`src/hdl/dash_can_frame_scheduler_macros.svh`:
```
// assertion macros for the dash can frame scheduler
// used by the front, queue and back modules; expects clk and rst_n in scope
`ifndef DASH_CAN_FRAME_SCHEDULER_MACROS_SVH
`define DASH_CAN_FRAME_SCHEDULER_MACROS_SVH

`ifndef SYNTHESIS

// property must hold at every edge out of reset
`define DCFS_ASSERT(lbl, prop, msg) \
  lbl: assert property (@(posedge clk) disable iff (!rst_n) (prop)) else $error(msg);

// condition must never be seen out of reset
`define DCFS_ASSERT_NEVER(lbl, cond, msg) \
  lbl: assert property (@(posedge clk) disable iff (!rst_n) !(cond)) else $error(msg);

`else

`define DCFS_ASSERT(lbl, prop, msg)
`define DCFS_ASSERT_NEVER(lbl, cond, msg)

`endif

`endif

```
`src/hdl/dcfs_pkg.sv`:
```
// shared types and constants of the dash can frame scheduler
// no dependencies; imported by every module of the block
`timescale 1ns / 1ps

package dcfs_pkg;

  localparam int CFG_IDX_W  = 3;
  localparam int CFG_DATA_W = 16;

  localparam logic [CFG_IDX_W-1:0] CFG_RUNNING_RPM  = 3'd0;
  localparam logic [CFG_IDX_W-1:0] CFG_FAN_HOT      = 3'd1;
  localparam logic [CFG_IDX_W-1:0] CFG_BULB_CHECK   = 3'd2;
  localparam logic [CFG_IDX_W-1:0] CFG_SETTLE       = 3'd3;
  localparam logic [CFG_IDX_W-1:0] CFG_BURST        = 3'd4;
  localparam logic [CFG_IDX_W-1:0] CFG_COOLDOWN     = 3'd5;
  localparam logic [CFG_IDX_W-1:0] CFG_REPEAT       = 3'd6;

  localparam int DCFS_QUEUE_DEPTH = 2;

  // one bit per possible result of an event, in emission order
  localparam int NSLOT      = 11;
  localparam int SLOT_W     = $clog2(NSLOT);
  localparam int SLOT_SEQ   = 0;
  localparam int SLOT_BRST0 = 1;
  localparam int SLOT_BRST1 = 2;
  localparam int SLOT_BRST2 = 3;
  localparam int SLOT_BRST3 = 4;
  localparam int SLOT_210   = 5;
  localparam int SLOT_212   = 6;
  localparam int SLOT_308   = 7;
  localparam int SLOT_312   = 8;
  localparam int SLOT_416   = 9;
  localparam int SLOT_608   = 10;

  typedef enum logic [1:0] {
    SEQ_NONE,
    SEQ_101_PRI,
    SEQ_111,
    SEQ_101_FF
  } seq_frame_t;

  // work handed from the front to the back for one event
  typedef struct packed {
    logic [NSLOT-1:0] mask;
    seq_frame_t       seq_kind;
    logic             running;
    logic             fan_hot;
    logic             lamp_210;
    logic [7:0]       b1_212;
    logic [7:0]       b5_212;
    logic [15:0]      rpm_code;
    logic [7:0]       b3_308;
    logic             b4_308;
    logic             ac;
    logic             brake;
    logic             asc;
    logic [7:0]       meter;
  } desc_t;

endpackage

```
`src/hdl/dcfs_front.sv`:
```
// front end: configuration registers, event state and classification
// depends on dcfs_pkg; pushes one desc_t per accepted beat into the queue
`timescale 1ns / 1ps
`include "dash_can_frame_scheduler_macros.svh"

module dcfs_front (
  input  logic                           clk,
  input  logic                           rst_n,
  input  logic                           cfg_we,
  input  logic [dcfs_pkg::CFG_IDX_W-1:0] cfg_index,
  input  logic [dcfs_pkg::CFG_DATA_W-1:0] cfg_data,
  input  logic                           in_valid,
  output logic                           in_ready,
  input  logic                           in_func,
  input  logic                           in_slot_20ms,
  input  logic                           in_slot_100ms,
  input  logic                           in_ignition_on,
  input  logic [15:0]                    in_engine_rpm,
  input  logic signed [12:0]             in_coolant_tenths,
  input  logic [10:0]                    in_rx_id,
  input  logic [3:0]                     in_rx_dlc,
  input  logic [7:0]                     in_rx_byte0,
  input  logic [7:0]                     in_rx_byte1,
  input  logic                           q_full,
  output logic                           q_push,
  output dcfs_pkg::desc_t                q_desc
);
  import dcfs_pkg::*;

  localparam logic [4:0] STEP_REF_PRI  = 5'd1;
  localparam logic [4:0] STEP_REF_111A = 5'd4;
  localparam logic [4:0] STEP_REF_FF   = 5'd5;
  localparam logic [4:0] STEP_REF_END  = 5'd8;
  localparam logic [4:0] STEP_INI_PRI  = 5'd10;
  localparam logic [4:0] STEP_INI_111A = 5'd13;
  localparam logic [4:0] STEP_INI_FF   = 5'd14;
  localparam logic [4:0] STEP_INI_END  = 5'd15;
  localparam logic [4:0] STEP_FIRST    = 5'd1;

  localparam logic [10:0] RX_ID_START = 11'h002;
  localparam logic [10:0] RX_ID_CLEAR = 11'h1E1;
  localparam logic [10:0] RX_ID_REQ   = 11'h2F1;
  localparam logic [10:0] RX_ID_BRAKE = 11'h200;
  localparam logic [10:0] RX_ID_ASC   = 11'h300;
  localparam logic [10:0] RX_ID_METER = 11'h412;
  localparam logic [10:0] RX_ID_AC    = 11'h443;

  localparam logic [23:0] RPM_RECIP   = 24'd8589935;
  localparam int          RPM_SHIFT   = 30;
  localparam logic [15:0] RPM_SAT_MIN = 16'd64000;

  // configuration
  logic [15:0]        running_rpm_r;
  logic signed [12:0] fan_hot_r;
  logic [15:0]        bulb_check_r;
  logic [15:0]        settle_r;
  logic [7:0]         burst_ticks_r;
  logic [7:0]         cooldown_ticks_r;
  logic [11:0]        repeat_ticks_r;

  // event state
  logic [15:0] ign_cnt_r, ign_cnt_nxt;
  logic [7:0]  burst_left_r, burst_left_nxt;
  logic [7:0]  cooldown_r, cooldown_nxt;
  logic [11:0] repeat_r, repeat_nxt;
  logic [4:0]  seq_step_r, seq_step_nxt;
  logic        seq_done_r, seq_done_nxt;
  logic        seq_refresh_r, seq_refresh_nxt;
  logic        ign_prev_r, ign_prev_nxt;
  logic        brake_r, brake_nxt;
  logic        ac_r, ac_nxt;
  logic        asc_r, asc_nxt;
  logic [7:0]  meter_r, meter_nxt;

  logic        accept;
  seq_frame_t  adv_kind;
  logic [4:0]  adv_step;
  logic        adv_done;
  logic        running;
  logic        fan_hot;
  logic [22:0] rpm_scaled;
  logic [46:0] rpm_prod;
  logic [15:0] rpm_code;
  logic [11:0] repeat_inc;
  logic        burst4;
  logic        burst3;
  logic        p20;
  logic        p100;
  logic        bulb_phase;

  assign in_ready = !q_full;
  assign accept   = in_valid && in_ready;
  assign q_push   = accept;

  always_ff @(posedge clk) begin
    if (!rst_n) begin
      running_rpm_r    <= 16'd400;
      fan_hot_r        <= 13'sd950;
      bulb_check_r     <= 16'd200;
      settle_r         <= 16'd250;
      burst_ticks_r    <= 8'd200;
      cooldown_ticks_r <= 8'd200;
      repeat_ticks_r   <= 12'd1500;
    end else if (cfg_we) begin
      case (cfg_index)
        CFG_RUNNING_RPM: running_rpm_r    <= cfg_data;
        CFG_FAN_HOT:     fan_hot_r        <= signed'(cfg_data[12:0]);
        CFG_BULB_CHECK:  bulb_check_r     <= cfg_data;
        CFG_SETTLE:      settle_r         <= cfg_data;
        CFG_BURST:       burst_ticks_r    <= cfg_data[7:0];
        CFG_COOLDOWN:    cooldown_ticks_r <= cfg_data[7:0];
        CFG_REPEAT:      repeat_ticks_r   <= cfg_data[11:0];
        default: ;
      endcase
    end
  end

  // rpm * 1.024 rounded: floor((128*rpm + 62) / 125) by reciprocal
  assign rpm_scaled = {in_engine_rpm, 7'd0} + 23'd62;
  assign rpm_prod   = 47'(rpm_scaled) * 47'(RPM_RECIP);
  assign rpm_code   = (in_engine_rpm >= RPM_SAT_MIN) ? 16'hFFFF : rpm_prod[RPM_SHIFT +: 16];

  assign running = in_engine_rpm > running_rpm_r;
  assign fan_hot = running || (in_coolant_tenths >= fan_hot_r);

  // one step of the init or refresh sequence on a tick
  always_comb begin
    adv_kind = SEQ_NONE;
    adv_step = seq_step_r;
    adv_done = seq_done_r;
    if (seq_step_r != '0) begin
      adv_step = seq_step_r + 5'd1;
      if (seq_refresh_r) begin
        case (seq_step_r)
          STEP_REF_PRI:  adv_kind = SEQ_101_PRI;
          STEP_REF_111A: adv_kind = SEQ_111;
          STEP_REF_FF:   adv_kind = SEQ_101_FF;
          STEP_REF_END: begin
            adv_kind = SEQ_111;
            adv_step = '0;
          end
          default: ;
        endcase
      end else begin
        case (seq_step_r)
          STEP_INI_PRI:  adv_kind = SEQ_101_PRI;
          STEP_INI_111A: adv_kind = SEQ_111;
          STEP_INI_FF:   adv_kind = SEQ_101_FF;
          STEP_INI_END: begin
            adv_kind = SEQ_111;
            adv_step = '0;
            adv_done = 1'b1;
          end
          default: ;
        endcase
      end
    end
  end

  always_comb begin
    ign_cnt_nxt     = ign_cnt_r;
    burst_left_nxt  = burst_left_r;
    cooldown_nxt    = cooldown_r;
    repeat_nxt      = repeat_r;
    seq_step_nxt    = seq_step_r;
    seq_done_nxt    = seq_done_r;
    seq_refresh_nxt = seq_refresh_r;
    ign_prev_nxt    = ign_prev_r;
    brake_nxt       = brake_r;
    ac_nxt          = ac_r;
    asc_nxt         = asc_r;
    meter_nxt       = meter_r;
    repeat_inc      = (repeat_r == 12'hFFF) ? repeat_r : repeat_r + 12'd1;
    burst4          = 1'b0;
    burst3          = 1'b0;
    p20             = 1'b0;
    p100            = 1'b0;
    if (!in_func) begin
      seq_step_nxt = adv_step;
      seq_done_nxt = adv_done;
      burst4       = burst_left_r != '0;
      if (burst4) burst_left_nxt = burst_left_r - 8'd1;
      if (cooldown_r != '0) cooldown_nxt = cooldown_r - 8'd1;
      if (!in_ignition_on) begin
        if (ign_prev_r && adv_step == '0) seq_done_nxt = 1'b0;
        ign_prev_nxt = 1'b0;
        ign_cnt_nxt  = '0;
        repeat_nxt   = '0;
      end else begin
        if (!ign_prev_r && adv_step == '0) begin
          seq_step_nxt    = STEP_FIRST;
          seq_refresh_nxt = 1'b0;
        end
        ign_prev_nxt = 1'b1;
        if (in_slot_20ms) begin
          p20 = 1'b1;
          if (ign_cnt_r != 16'hFFFF) ign_cnt_nxt = ign_cnt_r + 16'd1;
          if (repeat_inc >= repeat_ticks_r) begin
            if (seq_step_nxt == '0) begin
              seq_step_nxt    = STEP_FIRST;
              seq_refresh_nxt = 1'b1;
            end
            repeat_nxt = '0;
          end else begin
            repeat_nxt = repeat_inc;
          end
        end
        p100 = in_slot_100ms;
      end
    end else begin
      if (in_rx_id == RX_ID_START && in_rx_dlc >= 4'd2 && in_rx_byte0 == 8'h00 &&
          in_rx_byte1 == 8'h00 && !seq_done_r && seq_step_r == '0) begin
        seq_step_nxt    = STEP_FIRST;
        seq_refresh_nxt = 1'b0;
      end
      if (in_rx_id == RX_ID_CLEAR && in_rx_dlc != 4'd0 && in_rx_byte0 == 8'h81) begin
        burst_left_nxt = burst_ticks_r;
        burst3         = 1'b1;
      end
      if (in_rx_id == RX_ID_REQ && in_rx_dlc >= 4'd2 && in_rx_byte0 == 8'h00 &&
          in_rx_byte1 == 8'h81 && cooldown_r == '0) begin
        cooldown_nxt = cooldown_ticks_r;
        burst3       = 1'b1;
      end
      if (in_rx_id == RX_ID_BRAKE && in_rx_dlc > 4'd1) begin
        brake_nxt = (in_rx_byte1 & 8'h05) == 8'h05;
      end else if (in_rx_id == RX_ID_ASC && in_rx_dlc != 4'd0) begin
        asc_nxt = in_rx_byte0[7];
      end else if (in_rx_id == RX_ID_METER && in_rx_dlc != 4'd0) begin
        meter_nxt = in_rx_byte0;
      end else if (in_rx_id == RX_ID_AC && in_rx_dlc != 4'd0) begin
        ac_nxt = in_rx_byte0[0];
      end
    end
  end

  assign bulb_phase = ign_cnt_nxt <= bulb_check_r;

  always_comb begin
    q_desc                  = '0;
    q_desc.seq_kind         = in_func ? SEQ_NONE : adv_kind;
    q_desc.mask[SLOT_SEQ]   = !in_func && adv_kind != SEQ_NONE;
    q_desc.mask[SLOT_BRST0] = burst3 || burst4;
    q_desc.mask[SLOT_BRST1] = burst3 || burst4;
    q_desc.mask[SLOT_BRST2] = burst3 || burst4;
    q_desc.mask[SLOT_BRST3] = burst4;
    q_desc.mask[SLOT_210]   = p20;
    q_desc.mask[SLOT_212]   = p20;
    q_desc.mask[SLOT_308]   = p20;
    q_desc.mask[SLOT_312]   = p20;
    q_desc.mask[SLOT_416]   = p100;
    q_desc.mask[SLOT_608]   = p100;
    q_desc.running          = running;
    q_desc.fan_hot          = fan_hot;
    q_desc.lamp_210         = !running && ign_cnt_nxt <= 16'd1;
    q_desc.rpm_code         = rpm_code;
    q_desc.b3_308           = running ? 8'h00 : (bulb_phase ? 8'h06 : 8'h04);
    q_desc.b4_308           = !running && (bulb_phase || ign_cnt_nxt <= settle_r);
    q_desc.ac               = ac_nxt;
    q_desc.brake            = brake_nxt;
    q_desc.asc              = asc_nxt;
    q_desc.meter            = meter_nxt;
    if (!running) begin
      q_desc.b1_212 = 8'h37;
      q_desc.b5_212 = 8'hDA;
    end else if (in_engine_rpm >= 16'd1500) begin
      q_desc.b1_212 = 8'h20;
      q_desc.b5_212 = 8'h2F;
    end else if (in_engine_rpm >= 16'd1200) begin
      q_desc.b1_212 = 8'h28;
      q_desc.b5_212 = 8'h31;
    end else if (in_engine_rpm >= 16'd1000) begin
      q_desc.b1_212 = 8'h37;
      q_desc.b5_212 = 8'h34;
    end else if (in_engine_rpm >= 16'd900) begin
      q_desc.b1_212 = 8'h37;
      q_desc.b5_212 = 8'h37;
    end else begin
      q_desc.b1_212 = 8'h37;
      q_desc.b5_212 = 8'h3A;
    end
  end

  always_ff @(posedge clk) begin
    if (!rst_n) begin
      ign_cnt_r     <= '0;
      burst_left_r  <= '0;
      cooldown_r    <= '0;
      repeat_r      <= '0;
      seq_step_r    <= '0;
      seq_done_r    <= 1'b0;
      seq_refresh_r <= 1'b0;
      ign_prev_r    <= 1'b0;
      brake_r       <= 1'b0;
      ac_r          <= 1'b0;
      asc_r         <= 1'b0;
      meter_r       <= '0;
    end else if (accept) begin
      ign_cnt_r     <= ign_cnt_nxt;
      burst_left_r  <= burst_left_nxt;
      cooldown_r    <= cooldown_nxt;
      repeat_r      <= repeat_nxt;
      seq_step_r    <= seq_step_nxt;
      seq_done_r    <= seq_done_nxt;
      seq_refresh_r <= seq_refresh_nxt;
      ign_prev_r    <= ign_prev_nxt;
      brake_r       <= brake_nxt;
      ac_r          <= ac_nxt;
      asc_r         <= asc_nxt;
      meter_r       <= meter_nxt;
    end
  end

  `DCFS_ASSERT(a_refresh_step_range, seq_refresh_r |-> seq_step_r <= STEP_REF_END, "refresh sequence step out of range")
  `DCFS_ASSERT(a_init_step_range, !seq_refresh_r |-> seq_step_r <= STEP_INI_END, "init sequence step out of range")

endmodule

```
`src/hdl/dcfs_queue.sv`:
```
// short descriptor queue between front and back ends
// depends on dcfs_pkg for desc_t
`timescale 1ns / 1ps
`include "dash_can_frame_scheduler_macros.svh"

module dcfs_queue #(
  parameter int DEPTH = dcfs_pkg::DCFS_QUEUE_DEPTH
) (
  input  logic            clk,
  input  logic            rst_n,
  input  logic            push,
  input  dcfs_pkg::desc_t push_desc,
  output logic            full,
  input  logic            pop,
  output logic            head_valid,
  output dcfs_pkg::desc_t head_desc
);
  import dcfs_pkg::*;

  localparam int PW = (DEPTH > 1) ? $clog2(DEPTH) : 1;
  localparam int CW = $clog2(DEPTH + 1);

  desc_t          mem_r [DEPTH];
  logic [PW-1:0]  wr_ptr_r, wr_ptr_nxt;
  logic [PW-1:0]  rd_ptr_r, rd_ptr_nxt;
  logic [CW-1:0]  count_r, count_nxt;
  logic           do_push;
  logic           do_pop;

  assign full       = count_r == CW'(DEPTH);
  assign head_valid = count_r != '0;
  assign head_desc  = mem_r[rd_ptr_r];
  assign do_push    = push && !full;
  assign do_pop     = pop && head_valid;

  always_comb begin
    wr_ptr_nxt = wr_ptr_r;
    rd_ptr_nxt = rd_ptr_r;
    count_nxt  = count_r;
    if (do_push) wr_ptr_nxt = (wr_ptr_r == PW'(DEPTH - 1)) ? '0 : wr_ptr_r + PW'(1);
    if (do_pop)  rd_ptr_nxt = (rd_ptr_r == PW'(DEPTH - 1)) ? '0 : rd_ptr_r + PW'(1);
    if (do_push && !do_pop) count_nxt = count_r + CW'(1);
    else if (!do_push && do_pop) count_nxt = count_r - CW'(1);
  end

  always_ff @(posedge clk) begin
    if (do_push) mem_r[wr_ptr_r] <= push_desc;
  end

  always_ff @(posedge clk) begin
    if (!rst_n) begin
      wr_ptr_r <= '0;
      rd_ptr_r <= '0;
      count_r  <= '0;
    end else begin
      wr_ptr_r <= wr_ptr_nxt;
      rd_ptr_r <= rd_ptr_nxt;
      count_r  <= count_nxt;
    end
  end

  `DCFS_ASSERT_NEVER(a_count_bound, count_r > CW'(DEPTH), "queue fill count above depth")
  `DCFS_ASSERT(a_push_when_full, full && !pop |=> count_r == CW'(DEPTH), "queue lost an entry while full")

endmodule

```
`src/hdl/dcfs_back.sv`:
```
// back end: expands one descriptor into its frames, one beat per cycle unless out_ready stalls
// depends on dcfs_pkg; output register decouples the result channel
`timescale 1ns / 1ps
`include "dash_can_frame_scheduler_macros.svh"

module dcfs_back (
  input  logic            clk,
  input  logic            rst_n,
  input  logic            head_valid,
  input  dcfs_pkg::desc_t head_desc,
  output logic            pop,
  output logic            out_valid,
  input  logic            out_ready,
  output logic            out_frame_valid,
  output logic [10:0]     out_tx_id,
  output logic [63:0]     out_tx_payload,
  output logic            out_last,
  output logic            out_ac_request,
  output logic            out_brake_pressed,
  output logic            out_asc_active,
  output logic [7:0]      out_meter_status
);
  import dcfs_pkg::*;

  localparam logic [10:0] ID_101 = 11'h101;
  localparam logic [10:0] ID_111 = 11'h111;
  localparam logic [10:0] ID_1E1 = 11'h1E1;
  localparam logic [10:0] ID_210 = 11'h210;
  localparam logic [10:0] ID_212 = 11'h212;
  localparam logic [10:0] ID_308 = 11'h308;
  localparam logic [10:0] ID_312 = 11'h312;
  localparam logic [10:0] ID_416 = 11'h416;
  localparam logic [10:0] ID_608 = 11'h608;

  logic [NSLOT-1:0]  sent_r, sent_nxt;
  logic [NSLOT-1:0]  remaining;
  logic [NSLOT-1:0]  sel_bit;
  logic [SLOT_W-1:0] sel;
  logic              is_last;
  logic              emit;
  logic              fv;
  logic [10:0]       id;
  logic [63:0]       payload;

  logic        out_valid_r;
  logic        out_frame_valid_r;
  logic [10:0] out_tx_id_r;
  logic [63:0] out_tx_payload_r;
  logic        out_last_r;
  logic        out_ac_r;
  logic        out_brake_r;
  logic        out_asc_r;
  logic [7:0]  out_meter_r;

  assign remaining = head_desc.mask & ~sent_r;

  // lowest pending slot goes first
  always_comb begin
    sel = '0;
    for (int i = NSLOT - 1; i >= 0; i--) begin
      if (remaining[i]) sel = SLOT_W'(i);
    end
  end

  assign sel_bit = NSLOT'(1) << sel;
  assign is_last = (remaining & ~sel_bit) == '0;
  assign emit    = head_valid && (!out_valid_r || out_ready);
  assign pop     = emit && is_last;

  always_comb begin
    sent_nxt = sent_r;
    if (emit) sent_nxt = is_last ? '0 : (sent_r | sel_bit);
  end

  always_comb begin
    fv      = 1'b1;
    id      = '0;
    payload = '0;
    if (remaining == '0) begin
      fv = 1'b0;
    end else begin
      case (sel)
        SLOT_W'(SLOT_SEQ): begin
          case (head_desc.seq_kind)
            SEQ_101_PRI: begin
              id      = ID_101;
              payload = 64'h009A_7807_875E_0092;
            end
            SEQ_101_FF: begin
              id      = ID_101;
              payload = 64'hFF00_0000_0000_0000;
            end
            default: begin
              id      = ID_111;
              payload = 64'h000B_0CEE_0000_0000;
            end
          endcase
        end
        SLOT_W'(SLOT_BRST0), SLOT_W'(SLOT_BRST1),
        SLOT_W'(SLOT_BRST2), SLOT_W'(SLOT_BRST3): begin
          id = ID_1E1;
        end
        SLOT_W'(SLOT_210): begin
          id      = ID_210;
          payload = {16'h0000, 7'd0, head_desc.lamp_210, 8'h40, 24'h000000, 8'hFF};
        end
        SLOT_W'(SLOT_212): begin
          id      = ID_212;
          payload = {8'h05, head_desc.b1_212, 16'h0000, 8'h68, head_desc.b5_212, 16'h0000};
        end
        SLOT_W'(SLOT_308): begin
          id      = ID_308;
          payload = {8'h80, head_desc.rpm_code, head_desc.b3_308, 7'd0, head_desc.b4_308,
                     head_desc.running ? 8'h53 : 8'h3E, 8'hFF, 8'h00};
        end
        SLOT_W'(SLOT_312): begin
          id      = ID_312;
          payload = head_desc.running ? 64'h07ED_07ED_0958_079F : 64'h0771_0771_0902_0791;
        end
        SLOT_W'(SLOT_416): begin
          id      = ID_416;
          payload = {head_desc.running ? 8'h8E : 8'h75, 56'd0};
        end
        SLOT_W'(SLOT_608): begin
          id      = ID_608;
          payload = head_desc.fan_hot ? 64'h6600_18C3_FF00_6500 : 64'h3400_18C3_FF00_0000;
        end
        default: begin
          fv = 1'b0;
        end
      endcase
    end
  end

  always_ff @(posedge clk) begin
    if (!rst_n) begin
      sent_r      <= '0;
      out_valid_r <= 1'b0;
    end else begin
      sent_r <= sent_nxt;
      if (emit) out_valid_r <= 1'b1;
      else if (out_ready) out_valid_r <= 1'b0;
    end
  end

  always_ff @(posedge clk) begin
    if (emit) begin
      out_frame_valid_r <= fv;
      out_tx_id_r       <= id;
      out_tx_payload_r  <= payload;
      out_last_r        <= is_last;
      out_ac_r          <= head_desc.ac;
      out_brake_r       <= head_desc.brake;
      out_asc_r         <= head_desc.asc;
      out_meter_r       <= head_desc.meter;
    end
  end

  assign out_valid         = out_valid_r;
  assign out_frame_valid   = out_frame_valid_r;
  assign out_tx_id         = out_tx_id_r;
  assign out_tx_payload    = out_tx_payload_r;
  assign out_last          = out_last_r;
  assign out_ac_request    = out_ac_r;
  assign out_brake_pressed = out_brake_r;
  assign out_asc_active    = out_asc_r;
  assign out_meter_status  = out_meter_r;

  `DCFS_ASSERT(a_status_is_last, out_valid && !out_frame_valid |-> out_last, "status beat not marked last")

endmodule

```
`src/hdl/dash_can_frame_scheduler.sv`:
```
// Dashboard CAN frame scheduler. Each input beat is a 5 ms tick or a received
// CAN frame; the block answers it with 1 to 11 result beats (up to 11 on a
// tick that carries a sequence frame, a clear burst and both periodic slots,
// at most 3 on a received frame), the last one flagged by out_last. An event
// that sends nothing yields a single status beat with out_frame_valid low.
// The front end takes one beat per cycle while the queue has room and settles
// all state in that cycle; the back end then emits one result per cycle from
// the queue while out_ready does not stall it, so an event with N results
// gives N result beats, which pass through the queue and the output register.
// in_ready drops only when the descriptor queue (QUEUE_DEPTH events) is full.
// Configuration writes (cfg_we, cfg_index, cfg_data) take effect at once and
// are meant for idle periods; there is no clearing pass after reset.
// Depends on dcfs_pkg, dcfs_front, dcfs_queue and dcfs_back.
`timescale 1ns / 1ps

module dash_can_frame_scheduler #(
  parameter int QUEUE_DEPTH = dcfs_pkg::DCFS_QUEUE_DEPTH
) (
  input  logic                            clk,
  input  logic                            rst_n,
  input  logic                            cfg_we,
  input  logic [dcfs_pkg::CFG_IDX_W-1:0]  cfg_index,
  input  logic [dcfs_pkg::CFG_DATA_W-1:0] cfg_data,
  input  logic                            in_valid,
  output logic                            in_ready,
  input  logic                            in_func,
  input  logic                            in_slot_20ms,
  input  logic                            in_slot_100ms,
  input  logic                            in_ignition_on,
  input  logic [15:0]                     in_engine_rpm,
  input  logic signed [12:0]              in_coolant_tenths,
  input  logic [10:0]                     in_rx_id,
  input  logic [3:0]                      in_rx_dlc,
  input  logic [7:0]                      in_rx_byte0,
  input  logic [7:0]                      in_rx_byte1,
  output logic                            out_valid,
  input  logic                            out_ready,
  output logic                            out_frame_valid,
  output logic [10:0]                     out_tx_id,
  output logic [63:0]                     out_tx_payload,
  output logic                            out_last,
  output logic                            out_ac_request,
  output logic                            out_brake_pressed,
  output logic                            out_asc_active,
  output logic [7:0]                      out_meter_status
);
  import dcfs_pkg::*;

  logic  q_full;
  logic  q_push;
  desc_t q_push_desc;
  logic  q_pop;
  logic  q_head_valid;
  desc_t q_head_desc;

  dcfs_front u_front (
    .clk               (clk),
    .rst_n             (rst_n),
    .cfg_we            (cfg_we),
    .cfg_index         (cfg_index),
    .cfg_data          (cfg_data),
    .in_valid          (in_valid),
    .in_ready          (in_ready),
    .in_func           (in_func),
    .in_slot_20ms      (in_slot_20ms),
    .in_slot_100ms     (in_slot_100ms),
    .in_ignition_on    (in_ignition_on),
    .in_engine_rpm     (in_engine_rpm),
    .in_coolant_tenths (in_coolant_tenths),
    .in_rx_id          (in_rx_id),
    .in_rx_dlc         (in_rx_dlc),
    .in_rx_byte0       (in_rx_byte0),
    .in_rx_byte1       (in_rx_byte1),
    .q_full            (q_full),
    .q_push            (q_push),
    .q_desc            (q_push_desc)
  );

  dcfs_queue #(
    .DEPTH (QUEUE_DEPTH)
  ) u_queue (
    .clk        (clk),
    .rst_n      (rst_n),
    .push       (q_push),
    .push_desc  (q_push_desc),
    .full       (q_full),
    .pop        (q_pop),
    .head_valid (q_head_valid),
    .head_desc  (q_head_desc)
  );

  dcfs_back u_back (
    .clk               (clk),
    .rst_n             (rst_n),
    .head_valid        (q_head_valid),
    .head_desc         (q_head_desc),
    .pop               (q_pop),
    .out_valid         (out_valid),
    .out_ready         (out_ready),
    .out_frame_valid   (out_frame_valid),
    .out_tx_id         (out_tx_id),
    .out_tx_payload    (out_tx_payload),
    .out_last          (out_last),
    .out_ac_request    (out_ac_request),
    .out_brake_pressed (out_brake_pressed),
    .out_asc_active    (out_asc_active),
    .out_meter_status  (out_meter_status)
  );

endmodule

```
`config.mk`:
```
export PLATFORM = sky130hd
export DESIGN_NAME = dash_can_frame_scheduler
export DESIGN_NICKNAME = d
export VERILOG_FILES = /design/src/hdl/dcfs_pkg.sv /design/src/hdl/dcfs_front.sv /design/src/hdl/dcfs_queue.sv /design/src/hdl/dcfs_back.sv /design/src/hdl/dash_can_frame_scheduler.sv
export VERILOG_INCLUDE_DIRS = /design/src /design/src/hdl
export SDC_FILE = /design/constraint.sdc
export NUM_CORES = 1
export LEC_CHECK = 0
export BUFFER_PORTS_ARGS = -buffer_cell sky130_fd_sc_hd__buf_2
export CELL_PAD_IN_SITES_DETAIL_PLACEMENT = 0
export CELL_PAD_IN_SITES_GLOBAL_PLACEMENT = 1
export CORE_UTILIZATION = 40
export DETAILED_ROUTE_END_ITERATION = 16
export HOLD_SLACK_MARGIN = 0.08
export PLACE_DENSITY_LB_ADDON = 0.2
export SKIP_LAST_GASP = 1
export SLEW_MARGIN = 20
export SYNTH_ARGS = -nofsm -noshare
export SYNTH_HDL_FRONTEND = slang
export SYNTH_SLANG_ARGS = --single-unit
```
`constraint.sdc`:
```
create_clock -name clk -period 8.35 [get_ports clk]
set_input_delay 0.835 -clock clk [delete_from_list [all_inputs] [get_ports clk]]
set_output_delay 0.835 -clock clk [all_outputs]
set_load 0.02 [all_outputs]
```
======== Yosys cells after proc, flatten, opt, wreduce, memory -nomap -nowiden ========
Memories as Yosys holds them, arrays and structs flattened. A register that Yosys moved wholly into a read port is not among the register bits.
Cells that the tools add are included.
cells by class
  shift operators ......................... 1
  bitwise operators ....................... 6
  multiply operators ...................... 1
  equal/unequal tests ..................... 43
  $add $sub $neg .......................... 10
  order comparisons ....................... 13
  mux-type cells .......................... 107
  reductions and logical operators ........ 78
operators with widths
  cell                                                                  count
  case mux 64 bit (7 select lines)                                      1
  2-to-1 mux 16 bit                                                     9
  case mux 64 bit (2 select lines)                                      1
  2-to-1 mux 8 bit                                                      12
  case mux 11 bit (8 select lines)                                      1
  2-to-1 mux 5 bit                                                      14
  2-to-1 mux 63 bit                                                     1
  2-to-1 mux 56 bit                                                     1
  2-to-1 mux 12 bit                                                     4
  2-to-1 mux 4 bit                                                      12
  multiplier 23 x 24 -> 46 bit (second input constant)                  1
  2-to-1 mux 1 bit                                                      41
  equality test 11 x 10 -> 1 bit (second input constant)                3
  greater-or-equal comparator 16 x 10 -> 1 bit (second input constant)  2
  greater-or-equal comparator 16 x 11 -> 1 bit (second input constant)  2
  <= comparator 16 bit                                                  2
  logical AND 1 bit                                                     27
  equality test 5 x 4 -> 1 bit (second input constant)                  5
  zero test 8 bit                                                       3
  adder 23 x 6 -> 23 bit (second input constant)                        1
  AND 11 bit                                                            2
  equality test 11 bit (second input constant)                          2
  zero test 11 bit                                                      2
  NOT 11 bit                                                            2
  other kinds (53)                                                      108
storage, ports and cells
  bits in writable memories ............... 136
  flip-flop bits (word level) ............. 256
  output and inout port bits .............. 90
  memories kept ........................... 1
memories
  memory         depth  width  read ports  clocked after memory_dff  wr ports  RTL line          source
  u_queue.mem_r  2      68     1           1                         1         dcfs_queue.sv:23  desc_t mem_r [DEPTH];

======== Logic depth before layout (Yosys ltp) ========
Gate-level depths: netlist of run 1.
  depth after elaboration ................. 22
  mapped depth ............................ 24

======== Hierarchy ========
From an unflattened synthesis of run 1, not the netlist that was laid out.
second synthesis, totals
  cell total of the unflattened synthesis .. 2630
  area, all modules ....................... 26153.8 um^2
modules (own cells, without submodules)
  module      times used  area an instance (um^2)  cells an instance  sequential area each (um^2)
  dcfs_front  1           16766.1                  2043               3042.9
  dcfs_queue  1           5226.3                   237                4184.0
  dcfs_back   1           4161.5                   350                2522.4

======== Worst setup path before layout of run 1 ========
Ideal clock, no wire load.
  path type ............................... input port to flip-flop
  start ................................... input port in_engine_rpm[13]
  end ..................................... memory u_queue.mem_r[0][35] (netlist name) (data pin)
  arrival ................................. 6.766 ns
  stages on the path ...................... 21
  library setup time ...................... 0.269 ns
  setup slack ............................. 1.315 ns
  cells stage by stage .................... fa_1 fa_1 inv_1 fa_1 inv_1 fa_1 fa_1 inv_1 fa_1 fa_1 inv_1 ha_1 nand4_1 a2111oi_0 o21ai_0 a2111oi_0 o31ai_1 o21ai_0 a21oi_1 xnor2_1 nand2_1
RTL lines
  element          RTL line                        source
  start, declared  dash_can_frame_scheduler.sv:30  input logic [15:0] in_engine_rpm,
  end, declared    dcfs_queue.sv:23

==> results of run 1 <==
-- where the power goes --
group	switching, W	leakage [nW]	internal [W]
combinational	0.00270	8.06	0.00178
sequential	0.0000652	2.99	0.00209
clock	0.000696	0.606	0.000967
-- through the flow --
| stage | util, % | power [W] |
|---|---|---|
| after floorplan | - | 0.00545 |
| after global placement | 43.4 | 0.00660 |
| after detailed placement | 43.4 | 0.00662 |
| after CTS | 45.5 | 0.00835 |
| after global routing | 45.6 | 0.00905 |
| final | 45.6 | 0.00830 |
-- logic make-up after synthesis --
logic type | after synthesis | synth area share, %
adder cells (fa/ha/maj) | 405 | 25.3
flip-flops | 339 | 36.4
AO/OA/AOI/OAI | 475 | 12.7
AND/OR/NAND/NOR | 753 | 14.6
multiplexers | 59 | 2.84
XOR/XNOR | 39 | 1.47
buffers and inverters | 402 | 6.72
-- worst max-delay path by stage --
| stage | start | to | cells after the start |
|---|---|---|---|
| final | in_engine_rpm[13] | u_queue.mem_r[1][35] | 23 |
| after global routing | in_engine_rpm[15] | u_queue.mem_r[0][35] | 23 |
| after CTS | in_engine_rpm[13] | u_queue.mem_r[1][35] | 23 |
| after detailed placement | in_engine_rpm[13] | u_queue.mem_r[0][35] | 23 |
| after global placement | in_engine_rpm[15] | u_queue.mem_r[0][35] | 23 |
| after floorplan | in_engine_rpm[13] | u_queue.mem_r[0][35] | 21 |
-- registers in the layout, indices dropped and copies added, names as in the netlist, 2 cells and up, named ones only --
register	cells
u_front.burst_ticks_r	8
u_back.out_meter_status	8
u_front.seq_step_r	5
u_back.out_tx_id	9
u_front.repeat_r	12
u_front.burst_left_r	8
u_front.ign_cnt_r	16
u_front.bulb_check_r	16
u_back.out_tx_payload	54
u_front.running_rpm_r	16
u_front.cooldown_ticks_r	8
u_queue.count_r	2
u_queue.mem_r	94
u_front.repeat_ticks_r	12
u_front.cooldown_r	8
u_front.meter_r	8
u_back.sent_r	11
u_front.fan_hot_r	13
u_front.settle_r	16
-- area by class of cell --
| class | count | area (um2) |
|---|---|---|
| Tap cell | 765 | 957 |
| Fill cell | 5486 | 31300 |
| Antenna cell | 1 | 2.50 |
| Clock inverter | 22 | 184 |
| Timing Repair Buffer | 199 | 1050 |
| Inverter | 320 | 1200 |
| Clock buffer | 51 | 1060 |
| Sequential cell | 339 | 8490 |
| Multi-Input combinational cell | 1731 | 13300 |
-- worst max-delay path, delay by kind of cell --
kind                       cells  cell delay, ps
AOI/OAI and AO/OA              6            1630
xor gates and xnor gates       1             140
adders and majority gates      8            4010
buffers and inverters          6             700
and+or+nand+nor                2             190
-- layer usage --
metal,share of wire (%),routed length (um),vias up,global-route usage [%]
met5,0.036,22,-,0
met4,1.6,986,4,4.38
met3,5.5,3360,67,3.97
met2,44,26700,388,31.6
met1,49,30200,8614,29.8
li1,-,-,8845,-
-- cells in the final DEF (no fill, tap or decap), types with 22 or more instances in the layout --
cell       count
nor3_1        43
buf_2        177
clkbuf_16     40
a21o_1        40
a31oi_1       29
o211ai_1      37
mux2_2        37
edfxtp_1     170
ha_1         292
dfxtp_1      168
xnor2_1       23
a21oi_1      178
buf_4         22
nor2b_1       22
nand4_1       29
o21ai_0       77
fa_1         112
nand2_1      291
nand3_1       63
nor2_1       197
inv_1        318
==> impl_metrics.json, run 1 <==
{
  "ant_nets": 0,
  "grt_overflow_total": 0,
  "timing.final.crit_share_pct": 86.8,
  "drt_iter0_markers": 1051,
  "skew_ps": 27.8,
  "startpoint_type": "input pin",
  "cts-htree-levels": 2,
  "postCtsSetupBuffers": 0,
  "grt_first_pass_wirelength_um": 96200,
  "synth_cell_types": 73,
  "relSlewSlack_pct": 30.5,
  "drc": 0,
  "setup_slack_ps": 1100,
  "yosysTopAreaCellShare_pct": 21.9,
  "clock_sinks": 339,
  "leakage_nw": 11.7,
  "path_clk_slew_ps": 60,
  "grt_pass1_vias": 17200,
  "placed_area_um2": 25000,
  "dieWidth_um": 243,
  "ff2ff_path_depth": 12,
  "grt.total_usage_pct": 20.6,
  "hp-start": "u_front.bulb_check_r[1]",
  "port_buffers": 177,
  "finalSetupTns_ps": 0,
  "finalCriticalPeriod_ps": 7250,
  "floorplan.rows": 88,
  "syn_area_um2": 23300,
  "ys_ff_latch": 339,
  "syn_nets": 2964,
  "crit_arrival_ps": 7520,
  "rsz0062_at_grt": "no",
  "synth_cells": 2472,
  "stdcell_area_um2": 26200,
  "slew_viol_final": 0,
  "ys.flop_type": "edfxtp_1",
  "vdd_ir_drop_max_uv": 344,
  "holdCritPathClass": "reg -> reg",
  "ios": 178,
  "drt_pass1_iterations": 9,
  "maxCapViolCount": 0,
  "cp-end-kind": "register",
  "start_util_pct": 40.5,
  "dieArea_um2": 59200,
  "postCtsResizedCells": 0,
  "cp_max_fo": 9,
  "dp.cells": 3354,
  "timing.rr.end": "u_queue.count_r[1]",
  "cts-root-buf": "clkbuf_16",
  "setup_viol": 0,
  "stdcell_count": 3428,
  "dieHeight_um": 243,
  "crit_top_cell": "fa_1",
  "hold_path_end": "u_front.bulb_check_r[1]",
  "hold_viol": 0,
  "clock_path_buffers": 3,
  "nets": 3123,
  "status": "finished, final reports clean",
  "cp.required_ps": 8620,
  "avgSynthCellArea_um2": 9.43,
  "syn_to_final_growth_pct": 12.6,
  "synth_seq_area_share_pct": 36.4,
  "pwr_density_cell_nw_per_um2": 316,
  "place_ws_ps": 441,
  "core_area_um2": 57600,
  "gp_congestion": 0.919,
  "hold_depth": 2,
  "insertion_delay_ps": 560,
  "fmax_mhz": 138,
  "ys_async_sr_fraction_pct": 0,
  "cp_slowest_stage_delay_ps": 590,
  "yosysWarnings": 0,
  "vias_per_cell": 5.23,
  "wl_per_cell_um": 17.9,
  "cts_hold_buf": 0,
  "worst_pin_slew_ps": 1040,
  "cpMaxStageDelayCell": "a2111oi_0",
  "drive_gt1_share_pct": 12.4,
  "critical_path_class": "in -> reg",
  "cts_tree": "built",
  "crit_chain": "buf_2 -> fa_1 -> fa_1 -> inv_1 -> fa_1 -> inv_1 -> fa_1 -> fa_1 -> inv_1 -> fa_1 -> fa_1 -> inv_1 -> ha_1 -> nand4_1 -> a2111oi_0 -> o21ai_0 -> a2111oi_0 -> buf_4 -> o31ai_1 -> o21ai_0 -> a21oi_1 -> xnor2_1 -> nand2_1",
  "wl_um": 61300,
  "synth-edff-count": 170,
  "ys_top_cells_by_area": "edfxtp_1 22%, ha_1 16%, dfxtp_1 15%",
  "yosysMostFrequentCell": "inv_1",
  "cts_buffers": 40,
  "hpwl_um": 47400,
  "dr_total_vias": 17900,
  "timing.hold.ws_ps": 453,
  "antenna_found_initial": 3,
  "rrSetupSlack_ps": 3720,
  "ys_top_cells_by_count": "318 x inv_1, 292 x ha_1, 291 x nand2_1",
  "grt_max_degree": 84,
  "synth.largest_area_cell": "edfxtp_1"
}
Note: power is estimated with default switching activity, not from simulation.
==> run 2, diff against run 1 <==
Settings changed: CTS_BUF_LIST set to sky130_fd_sc_hd__clkbuf_4 sky130_fd_sc_hd__clkbuf_8.
==> impl_metrics.json, run 2 (synthesis gave the netlist of run 1 again) <==
{
  "largest_register_ffs": 94,
  "finalSetupTns_ps": 0,
  "floorplan.rows": 88,
  "relSlewSlack_pct": 30.9,
  "grt.total_usage_pct": 20.6,
  "n_fill_cell": 5492,
  "status": "finished, final reports clean",
  "insertion_delay_ps": 660,
  "register_area_um2": 8490,
  "startpoint_type": "input pin",
  "fmax_mhz": 140,
  "leakage_nw": 11.8,
  "postCtsResizedCells": 0,
  "cts-htree-levels": 2,
  "dieArea_um2": 59200,
  "place_ws_ps": 441,
  "setup_slack_ps": 1210,
  "grt_pass1_vias": 17500,
  "hold_viol": 0,
  "syn_to_final_growth_pct": 12.9,
  "regMostFlops": "u_queue.mem_r",
  "clock_path_buffers": 3,
  "cpMaxStageDelayCell": "a2111oi_0",
  "drt_pass1_iterations": 9,
  "cp-end-kind": "register",
  "cts_buffers": 60,
  "layout_common_cells": "318 x inv_1, 292 x ha_1, 291 x nand2_1",
  "crit_chain": "buf_2 -> fa_1 -> fa_1 -> inv_1 -> fa_1 -> inv_1 -> fa_1 -> fa_1 -> inv_1 -> fa_1 -> fa_1 -> inv_1 -> ha_1 -> nand4_1 -> a2111oi_0 -> o21ai_0 -> a2111oi_0 -> buf_4 -> o31ai_1 -> o21ai_0 -> a21oi_1 -> xnor2_1 -> nand2_1",
  "gp_congestion": 0.919,
  "nets": 3143,
  "skew_ps": 52.0,
  "ios": 178,
  "hpwl_um": 47400,
  "critical_path.top_delay_family": "adder cells",
  "drc": 0,
  "grt_max_degree": 84,
  "postCtsSetupBuffers": 0,
  "setup_viol": 0,
  "cp_max_fo": 9,
  "start_util_pct": 40.5,
  "layout_commonest_cell": "inv_1",
  "drive_gt1_share_pct": 13.9,
  "clock_sinks": 339,
  "crit_top_cell": "fa_1",
  "grt_overflow_total": 0,
  "finalCriticalPeriod_ps": 7140,
  "cts_hold_buf": 0,
  "dr_total_vias": 18000,
  "path_buf_inv": 6,
  "antenna_found_initial": 4,
  "cp.required_ps": 8720,
  "cts-root-buf": "clkbuf_8",
  "vdd_ir_drop_max_uv": 342,
  "cts_tree": "built",
  "port_buffers": 177,
  "drt_iter0_markers": 972,
  "timing.hold.ws_ps": 453,
  "cp_slowest_stage_delay_ps": 590,
  "rsz0062_at_grt": "no",
  "grt_first_pass_wirelength_um": 96700,
  "wl_um": 61800,
  "crit_arrival_ps": 7510,
  "pwr_density_cell_nw_per_um2": 316,
  "holdCritPathClass": "reg -> reg",
  "multi_input_area_um2": 13300,
  "worst_pin_slew_ps": 1040,
  "timing.final.crit_share_pct": 85.5,
  "critical_path_class": "in -> reg",
  "wl_per_cell_um": 17.8,
  "dieWidth_um": 243,
  "slew_viol_final": 0,
  "core_area_um2": 57600,
  "maxCapViolCount": 0,
  "dieHeight_um": 243,
  "ant_nets": 0,
  "path_clk_slew_ps": 60,
  "vias_per_cell": 5.19
}
[run 2: per-stage QoR]
stage / utilization (%) / total power, W / area, um2 / std cells
after floorplan: - / 0.00545 / 23300 / 2472
after global placement: 43.4 / 0.00660 / 25000 / 3354
after detailed placement: 43.4 / 0.00662 / 25000 / 3354
after CTS: 45.7 / 0.00836 / 26300 / 3466
after global routing: 45.7 / 0.00906 / 26300 / 3467
final: 45.7 / 0.00831 / 26300 / 3467
[run 2: power by group]
group / switching (W) / internal, W
Sequential: 0.0000659 / 0.00209
Combinational: 0.00271 / 0.00178
Clock: 0.000719 / 0.000944
Total: 0.00349 / 0.00482
[run 2: worst register-to-register path, stage by stage, from the launching register on]
cell and delay [ps]:
dfxtp_2 420, buf_4 610, mux2i_4 520, o22ai_1 240, or4_4 590, or4_4 550
or2_1 340, a211oi_2 340, inv_1 80, ha_1 320, or3_1 380, a21oi_1 150
[run 2: worst paths after layout]
check / slack, ps / startpoint / endpoint / depth (start not counted)
setup / recovery: 1210 / in_engine_rpm[13] / u_queue.mem_r[1][35] / 23
setup reg to reg: 3710 / register / u_queue.count_r[1] / 11
hold reg to reg: 450 / u_front.bulb_check_r[1] / u_front.bulb_check_r[1] / 2
hold / removal: 450 / u_front.bulb_check_r[1] / u_front.bulb_check_r[1] / 2
[run 2: cell type report]
type / count / area share, %
clock buffers: 83 / 3.99
flip-flops and latches: 339 / 32.3
well taps: 765 / 3.64
multi-input cells: 1731 / 50.5
inverters: 320 / 4.57
clock inverters: 29 / 0.989
repair buffers: 199 / 3.99
diodes: 1 / 0.00951
[run 2: metal layers]
layer	vias to the layer above	track usage (%)	routed length, um
met2	430	31.6	26900
met5	-	0	22
met1	8588	29.5	30300
met4	4	5.29	982
met3	80	4.16	3570
li1	8897	-	-
==> run 3, diff against run 2 <==
Settings changed: BUFFER_PORTS_ARGS -buffer_cell sky130_fd_sc_hd__buf_2 to unset, DONT_BUFFER_PORTS set to 1, PLACE_DENSITY set to 0.71, PLACE_DENSITY_LB_ADDON 0.2 to unset.
==> impl_metrics.json, run 3 (synthesis gave the netlist of run 1 again) <==
{
  "status": "finished, final reports clean",
  "setup_viol": 0,
  "holdCritPathClass": "in -> reg",
  "insertion_delay_ps": 680,
  "crit_start": "in_engine_rpm[13]",
  "cp_slowest_stage_delay_ps": 570,
  "grt_first_pass_wirelength_um": 98000,
  "antenna_found_initial": 3,
  "core_area_um2": 57600,
  "skew_ps": 51.4,
  "maxCapViolCount": 0,
  "crit_chain": "fa_1 -> inv_1 -> fa_1 -> inv_1 -> fa_1 -> fa_1 -> fa_1 -> inv_1 -> fa_1 -> fa_1 -> inv_1 -> ha_1 -> nand4_1 -> a2111oi_0 -> o21ai_0 -> a2111oi_0 -> buf_4 -> o31ai_1 -> o21ai_0 -> a21oi_1 -> xnor2_1 -> nand2_1",
  "dieArea_um2": 59200,
  "start_util_pct": 40.5,
  "timing.final.crit_share_pct": 82.4,
  "relSlewSlack_pct": 26.4,
  "layout_commonest_cell": "inv_1",
  "swShare_pct": 41.7,
  "fin_util_pct": 44.2,
  "dieHeight_um": 243,
  "rrSetupSlack_ps": 3060,
  "drc": 0,
  "largest_register_ffs": 94,
  "wl_per_cell_um": 18.9,
  "rsz0062_at_grt": "no",
  "wl_um": 62200,
  "seqPwrFrac_pct": 27.8,
  "stdcell_area_um2": 25400,
  "cts_buffers": 61,
  "finalSetupTns_ps": 0,
  "hold_viol": 0,
  "clock_sinks": 339,
  "cp_max_fo": 9,
  "vias_per_cell": 5.27,
  "gp_congestion": 0.887,
  "port_buffers": 0,
  "cts-htree-levels": 2,
  "dieWidth_um": 243,
  "clock_path_buffers": 3,
  "drive_gt1_share_pct": 7.73,
  "worst_pin_slew_ps": 1100,
  "layout_common_cells": "318 x inv_1, 292 x ha_1, 291 x nand2_1",
  "nets": 2963,
  "fmax_mhz": 145,
  "finalCriticalPeriod_ps": 6880,
  "p_int_w": 0.00482,
  "dr_total_vias": 17300,
  "grt_overflow_total": 0,
  "slew_viol_final": 0,
  "pwr_density_cell_nw_per_um2": 325,
  "grt_max_degree": 84,
  "syn_to_final_growth_pct": 9.17,
  "p_clk_share_pct": 21.0,
  "floorplan.rows": 88,
  "postCtsResizedCells": 0,
  "grt.total_usage_pct": 21.0,
  "p_comb_share_pct": 51.2,
  "critical_path_class": "in -> reg",
  "ios": 178,
  "drt_pass1_iterations": 6,
  "hpwl_um": 46800,
  "leakage_nw": 11.0,
  "cpMaxStageDelayCell": "fa_1",
  "regMostFlops": "u_queue.mem_r",
  "placed_area_um2": 24100,
  "path_buf_inv": 5,
  "cts_tree": "built",
  "endpoint": "u_queue.mem_r[0][35]",
  "postCtsSetupBuffers": 0,
  "vdd_ir_drop_max_uv": 378,
  "n_fill_cell": 5546,
  "grt_pass1_vias": 17600,
  "timing.rr.end": "u_queue.count_r[1]",
  "crit_arrival_ps": 7240,
  "cp_num_cells": 22,
  "critical_path.top_delay_family": "adder cells",
  "switchingPower_w": 0.00345,
  "cp-end-kind": "register",
  "drt_iter0_markers": 967,
  "cts-root-buf": "clkbuf_8",
  "ff2ff_path_depth": 13,
  "crit_top_cell": "fa_1",
  "cts_hold_buf": 0,
  "cp.required_ps": 8700,
  "ant_nets": 0,
  "startpoint_type": "input pin",
  "path_clk_slew_ps": 60
}
-- run 3: through the flow --
step	instances	hold WS (ps)	setup slack, ps	power, W
floorplan	2472	432	1320	0.00545
global placement	3173	441	783	0.00645
detailed placement	3173	445	787	0.00650
CTS	3287	197	1490	0.00830
global route	3288	201	1140	0.00900
finish	3288	269	1470	0.00826
-- run 3: worst min path at each step --
stage | from | endpoint | depth (start not counted)
floorplan | u_front.burst_left_r[1] | u_front.burst_left_r[1] | 2
global placement | u_front.burst_left_r[1] | u_front.burst_left_r[1] | 2
detailed placement | u_front.burst_left_r[1] | u_front.burst_left_r[1] | 2
CTS | rst_n | u_front.burst_ticks_r[3] | 1
global route | rst_n | u_front.burst_ticks_r[3] | 1
finish | rst_n | u_front.burst_ticks_r[3] | 1
-- run 3: power by group through the flow --
stage	clock, W	combinational [W]	sequential (W)
final	0.00173	0.00423	0.00230
after global routing	0.00186	0.00482	0.00232
after CTS	0.00178	0.00422	0.00230
after detailed placement	0	0.00416	0.00234
after global placement	0	0.00412	0.00233
after floorplan	0	0.00315	0.00230
-- run 3: per-layer routing --
layer  track usage, %  part of all wire [%]  vias up
met1             28.0                    47     8319
met5                0                     0        -
li1                 -                     -     8531
met2             34.5                    46      395
met3             4.21                   5.1       88
met4             5.46                   2.0        0
-- run 3: area by class of cell --
| type | count | area, um2 | area share, % |
|---|---|---|---|
| Timing Repair Buffer | 18 | 135 | 0.531 |
| Multi-Input combinational cell | 1731 | 13300 | 52.2 |
| Sequential cell | 339 | 8490 | 33.4 |
| Inverter | 320 | 1200 | 4.73 |
| Clock buffer | 92 | 1150 | 4.51 |
| Antenna cell | 1 | 2.50 | 0.00984 |
| Tap cell | 765 | 957 | 3.76 |
| Clock inverter | 22 | 223 | 0.875 |
